**src/rtl/rau_pkg.sv**
```systemverilog
// Shared types and constants for the rational arithmetic unit.
package rau_pkg;

    localparam int OPERAND_WIDTH_DEF = 32;
    localparam int RES_W = 64;
    localparam int CNT_W = 7;

    typedef enum logic [1:0] {
        ACT_ADD = 2'd0,
        ACT_SUB = 2'd1,
        ACT_MUL = 2'd2,
        ACT_DIV = 2'd3
    } t_action;

    typedef enum logic [3:0] {
        ST_IDLE,
        ST_MUL,
        ST_SUM,
        ST_CHECK,
        ST_GCD_START,
        ST_GCD_RUN,
        ST_DIVN_START,
        ST_DIVN_RUN,
        ST_DIVD_START,
        ST_DIVD_RUN,
        ST_DONE
    } t_state;

    // Controller commands to the datapath.
    typedef struct packed {
        logic load;
        logic mul;
        logic sum;
        logic div_start;
        logic div_step;
        logic gcd_sel;
        logic gcd_swap;
        logic save_qn;
        logic save_qd;
        logic out_zero;
        logic out_dz;
        logic out_red;
    } t_cmd;

    // Datapath status to the controller.
    typedef struct packed {
        logic is_dz;
        logic n_zero;
        logic y_zero;
        logic div_done;
    } t_status;

endpackage

```
**src/rtl/rau_ctrl.sv**
```systemverilog
// Controller: sequences products, gcd and the two reducing divisions.
module rau_ctrl (
    input  logic             i_clk,
    input  logic             i_rst_n,
    input  logic             i_valid,
    output logic             o_stall,
    output logic             o_valid,
    input  logic             i_stall,
    input  rau_pkg::t_status i_status,
    output rau_pkg::t_cmd    o_cmd
);
    rau_pkg::t_state r_state, n_state;

    always_ff @(posedge i_clk) begin
        if (!i_rst_n) begin
            r_state <= rau_pkg::ST_IDLE;
        end else begin
            r_state <= n_state;
        end
    end

    // Next state.
    always_comb begin
        n_state = r_state;
        case (r_state)
            rau_pkg::ST_IDLE:   if (i_valid) n_state = rau_pkg::ST_MUL;
            rau_pkg::ST_MUL:    n_state = rau_pkg::ST_SUM;
            rau_pkg::ST_SUM:    n_state = rau_pkg::ST_CHECK;
            rau_pkg::ST_CHECK: begin
                if (i_status.is_dz || i_status.n_zero) begin
                    n_state = rau_pkg::ST_DONE;
                end else begin
                    n_state = rau_pkg::ST_GCD_START;
                end
            end
            rau_pkg::ST_GCD_START: begin
                if (i_status.y_zero) begin
                    n_state = rau_pkg::ST_DIVN_START;
                end else begin
                    n_state = rau_pkg::ST_GCD_RUN;
                end
            end
            rau_pkg::ST_GCD_RUN: if (i_status.div_done) n_state = rau_pkg::ST_GCD_START;
            rau_pkg::ST_DIVN_START: n_state = rau_pkg::ST_DIVN_RUN;
            rau_pkg::ST_DIVN_RUN:   if (i_status.div_done) n_state = rau_pkg::ST_DIVD_START;
            rau_pkg::ST_DIVD_START: n_state = rau_pkg::ST_DIVD_RUN;
            rau_pkg::ST_DIVD_RUN:   if (i_status.div_done) n_state = rau_pkg::ST_DONE;
            rau_pkg::ST_DONE:       if (!i_stall) n_state = rau_pkg::ST_IDLE;
            default:                n_state = rau_pkg::ST_IDLE;
        endcase
    end

    // Outputs. The gcd loop enters with x, y loaded once from the magnitudes.
    always_comb begin
        o_cmd   = '0;
        o_stall = 1'b1;
        o_valid = 1'b0;
        case (r_state)
            rau_pkg::ST_IDLE: begin
                o_stall    = 1'b0;
                o_cmd.load = i_valid;
            end
            rau_pkg::ST_MUL: o_cmd.mul = 1'b1;
            rau_pkg::ST_SUM: o_cmd.sum = 1'b1;
            rau_pkg::ST_CHECK: begin
                o_cmd.gcd_sel  = 1'b1;
                o_cmd.out_dz   = i_status.is_dz;
                o_cmd.out_zero = !i_status.is_dz && i_status.n_zero;
            end
            rau_pkg::ST_GCD_START: begin
                o_cmd.div_start = !i_status.y_zero;
            end
            rau_pkg::ST_GCD_RUN: begin
                o_cmd.div_step = !i_status.div_done;
                o_cmd.gcd_swap = i_status.div_done;
            end
            rau_pkg::ST_DIVN_START: begin
                o_cmd.div_start = 1'b1;
                o_cmd.save_qn   = 1'b1;
            end
            rau_pkg::ST_DIVN_RUN: begin
                o_cmd.div_step = !i_status.div_done;
                o_cmd.save_qn  = i_status.div_done;
            end
            rau_pkg::ST_DIVD_START: begin
                o_cmd.div_start = 1'b1;
                o_cmd.save_qd   = 1'b1;
            end
            rau_pkg::ST_DIVD_RUN: begin
                o_cmd.div_step = !i_status.div_done;
                o_cmd.out_red  = i_status.div_done;
            end
            rau_pkg::ST_DONE: o_valid = 1'b1;
            default: ;
        endcase
    end
endmodule

```
**config.mk**
```make
export PLATFORM = sky130hd
export DESIGN_NAME = rau_ctrl
export DESIGN_NICKNAME = d
export VERILOG_FILES = /design/src/rtl/rau_pkg.sv /design/src/rtl/rau_ctrl.sv
export SDC_FILE = /design/constraint.sdc
export NUM_CORES = 1
export LEC_CHECK = 0
export ABC_AREA = 1
export BUFFER_PORTS_ARGS = -buffer_cell sky130_fd_sc_hd__buf_2
export CAP_MARGIN = 20
export CORE_AREA = 2 2 39 41
export DETAILED_ROUTE_END_ITERATION = 10
export DIE_AREA = 0 0 41 43
export PLACE_DENSITY_LB_ADDON = 0.25
export SLEW_MARGIN = 30
export SYNTH_ARGS = -nofsm -noshare
export SYNTH_HDL_FRONTEND = slang
export SYNTH_SLANG_ARGS = --single-unit
```
**constraint.sdc**
```tcl
create_clock -name i_clk -period 1.21 [get_ports i_clk]
set_clock_uncertainty 0.2 [all_clocks]
set_input_delay 0.0605 -clock i_clk [delete_from_list [all_inputs] [get_ports i_clk]]
set_output_delay 0.0605 -clock i_clk [all_outputs]
set_load 0.01 [all_outputs]
```
==> impl_metrics.env <==
export IMPL_grt_antenna_before_repair=0
export IMPL_regMostFlops="r_state"
export IMPL_post_place_ws_ns=-0.155
export IMPL_grt_pass1_vias=636
export IMPL_grt_util_met3_pct=3.14
export IMPL_post_dp_hpwl_um=1040
export IMPL_arrival_ns=1.20
export IMPL_fin_ws_ns=-0.254
export IMPL_rows=14
export IMPL_io_buffers=21
export IMPL_cap_violations=0
export IMPL_cp_slowest_stage_delay_ns=0.37
export IMPL_grt_pass1_wl_um=2550
export IMPL_end_kind="primary output"
export IMPL_clk_latency_ns=0.24
export IMPL_ys_seq_area_share_pct=16.8
export IMPL_layout_drive_gt1_share_pct=64.7
export IMPL_finalWorstPathRequiredPeriod_ns=1.46
export IMPL_cts_tree="done"
export IMPL_final_cell_mix="buf_2, buf_4, nor2_1, nand2_1, buf_6"
export IMPL_synth_distinct_cells=18
export IMPL_gr_usage_all_layers_pct=20.9
export IMPL_final_cell_area_um2=963
export IMPL_diodes=0
export IMPL_place_area_um2=694
export IMPL_syn_nets=95
export IMPL_largest_reg_flops=4
export IMPL_critPathKind="flip-flop to primary output"
export IMPL_clock_path_buffers=2
export IMPL_area_growth_pct=102
export IMPL_worstPathRequired_ns=0.95
export IMPL_cp_start_kind="flip-flop"
export IMPL_synthCells=87
export IMPL_path_clk_slew_ns=0.04
export IMPL_cts_sinks=4
export IMPL_p_leak_nw=0.547
export IMPL_dr_first_iter_drc_count=2
export IMPL_status="complete, but fails checks"
export IMPL_route_antenna_remaining_nets=0
export IMPL_hp_class="input port to flip-flop"
export IMPL_synth_warnings=0
export IMPL_slowest_stage="dfxtp_4"
export IMPL_wl_per_cell_um=10.7
export IMPL_cts_root_buf="clkbuf_4"
export IMPL_avgSynthCellArea_um2=5.49
export IMPL_setup_viol=18
export IMPL_fin_crit_sh_pct=121
export IMPL_slew_violations=0
export IMPL_worstPathCellList="nor2_4 > buf_6 > nand2_4 > nor3_2 > buf_2"
export IMPL_cts_buffers=3
export IMPL_initial_core_util_pct=34.5
export IMPL_routed_wl_um=1590
export IMPL_drt_first_pass_iters=3
export IMPL_vdd_drop_max_mv=1.41
export IMPL_rsz0062_at_grt="yes"
export IMPL_powerDensity_nw_per_um2=2460
export IMPL_synth_largest_area_cell="dfxtp_1"
export IMPL_top_regs="r_state: 4 flops"
export IMPL_hold_viol_final=0
export IMPL_layout_commonest_cell="buf_2"
export IMPL_fillers=128
export IMPL_die_area_um2=1760
export IMPL_gp_congestion=0.811
export IMPL_die_h_um=43
export IMPL_worstPathMaxFanout=4
export IMPL_violations="negative setup slack"
export IMPL_yosys_top_cells_area="dfxtp_1, nor2_1, nand3_1, nand2_1, inv_1"
export IMPL_overflow=0
export IMPL_grt_use_met1_pct=23.4
export IMPL_fp_dieW_um=41
export IMPL_ys_ff_latch=4
export IMPL_slew_headroom_pct=86.8
export IMPL_coreArea_um2=1380
export IMPL_drc=0
export IMPL_worst_pin_slew_ns=0.198
export IMPL_nets=142
export IMPL_fmax_mhz=683
export IMPL_grt_met2_usage_pct=36.6
export IMPL_yosysTopAreaCellShare_pct=16.8
export IMPL_vias=690
export IMPL_viasPerCell=4.63
export IMPL_h_tree_depth=1
export IMPL_syn_area_um2=478
export IMPL_grt_max_degree=10
export IMPL_pin_count=22
export IMPL_top_usage_layer="met2"
## critical path, delay by kind of cell (launching register included)
| kind | cells | cell delay, ns |
|---|---|---|
| flops | 1 | 0.37 |
| simple gates | 3 | 0.31 |
| buf+inv | 2 | 0.28 |
## through the flow
step	setup TNS [ns]	std cells	total power, mW	utilization (%)	hold slack (ns)
final	-3.53	149	2.37	69.6	0.0855
after floorplan	-0.147	87	1.14	-	-0.0283
after global routing	-4.76	149	2.58	69.6	0.108
after global placement	-0.770	133	1.55	50.2	0.105
after CTS	-3.38	148	2.17	64.6	0.0296
after detailed placement	-0.779	133	1.55	50.2	0.108
## layout make-up
class	count	area (um^2)	area share [%]
Sequential cell	4	95.1	9.87
Multi-Input combinational cell	63	413	42.9
Clock buffer	4	26.3	2.73
Inverter	19	86.3	8.96
Tap cell	16	20.0	2.08
Timing Repair Buffer	43	323	33.5
## routing by layer
layer | part of all wire, % | wire length [um]
met1 | 39 | 626
met2 | 56 | 892
met3 | 3.0 | 47
met5 | 0 | 0
met4 | 1.5 | 24
## cells in the mapped netlist, drive strengths merged
| library cell | number |
|---|---|
| inv | 19 |
| o21ai | 2 |
| nand2 | 22 |
| nor3 | 2 |
| o22ai | 1 |
| nand3b | 1 |
| nand3 | 11 |
| a21oi | 2 |
| dfxtp | 4 |
| nor2 | 21 |
| buf | 1 |
| nor4 | 1 |
## worst paths after layout
kind	slack (ns)	startpoint	end	depth (start not counted)
worst max-delay path	-0.25	r_state[2]	o_cmd[2]	5
worst max register to register	-0.22	r_state[2]	r_state[0]	8
worst min-delay path	0.09	i_status[1]	r_state[1]	5
worst min register to register	0.37	r_state[3]	r_state[3]	2
## report_power, final
part	switching [mW]	total (mW)	internal (mW)
combinational	0.912	1.80	0.888
sequential	0.154	0.379	0.225
clock	0.0631	0.187	0.124
total	1.13	2.37	1.24
## repair_timing
action                                  CTS  global route
setup buffers                             9             1
gates resized for setup                  24            15
hold buffers                              2             0
pin swaps                                 8             7
endpoints found under the setup margin   18            18
hold endpoints to repair                  4             0
## cells by family after synthesis
| group | share of synthesized area, % |
|---|---|
| buffers and inverters | 17.0 |
| DFF | 16.8 |
| AOI/OAI and AO/OA | 5.50 |
| and+or+nand+nor | 60.7 |
No activity file was read; power rests on OpenSTA's default activity.
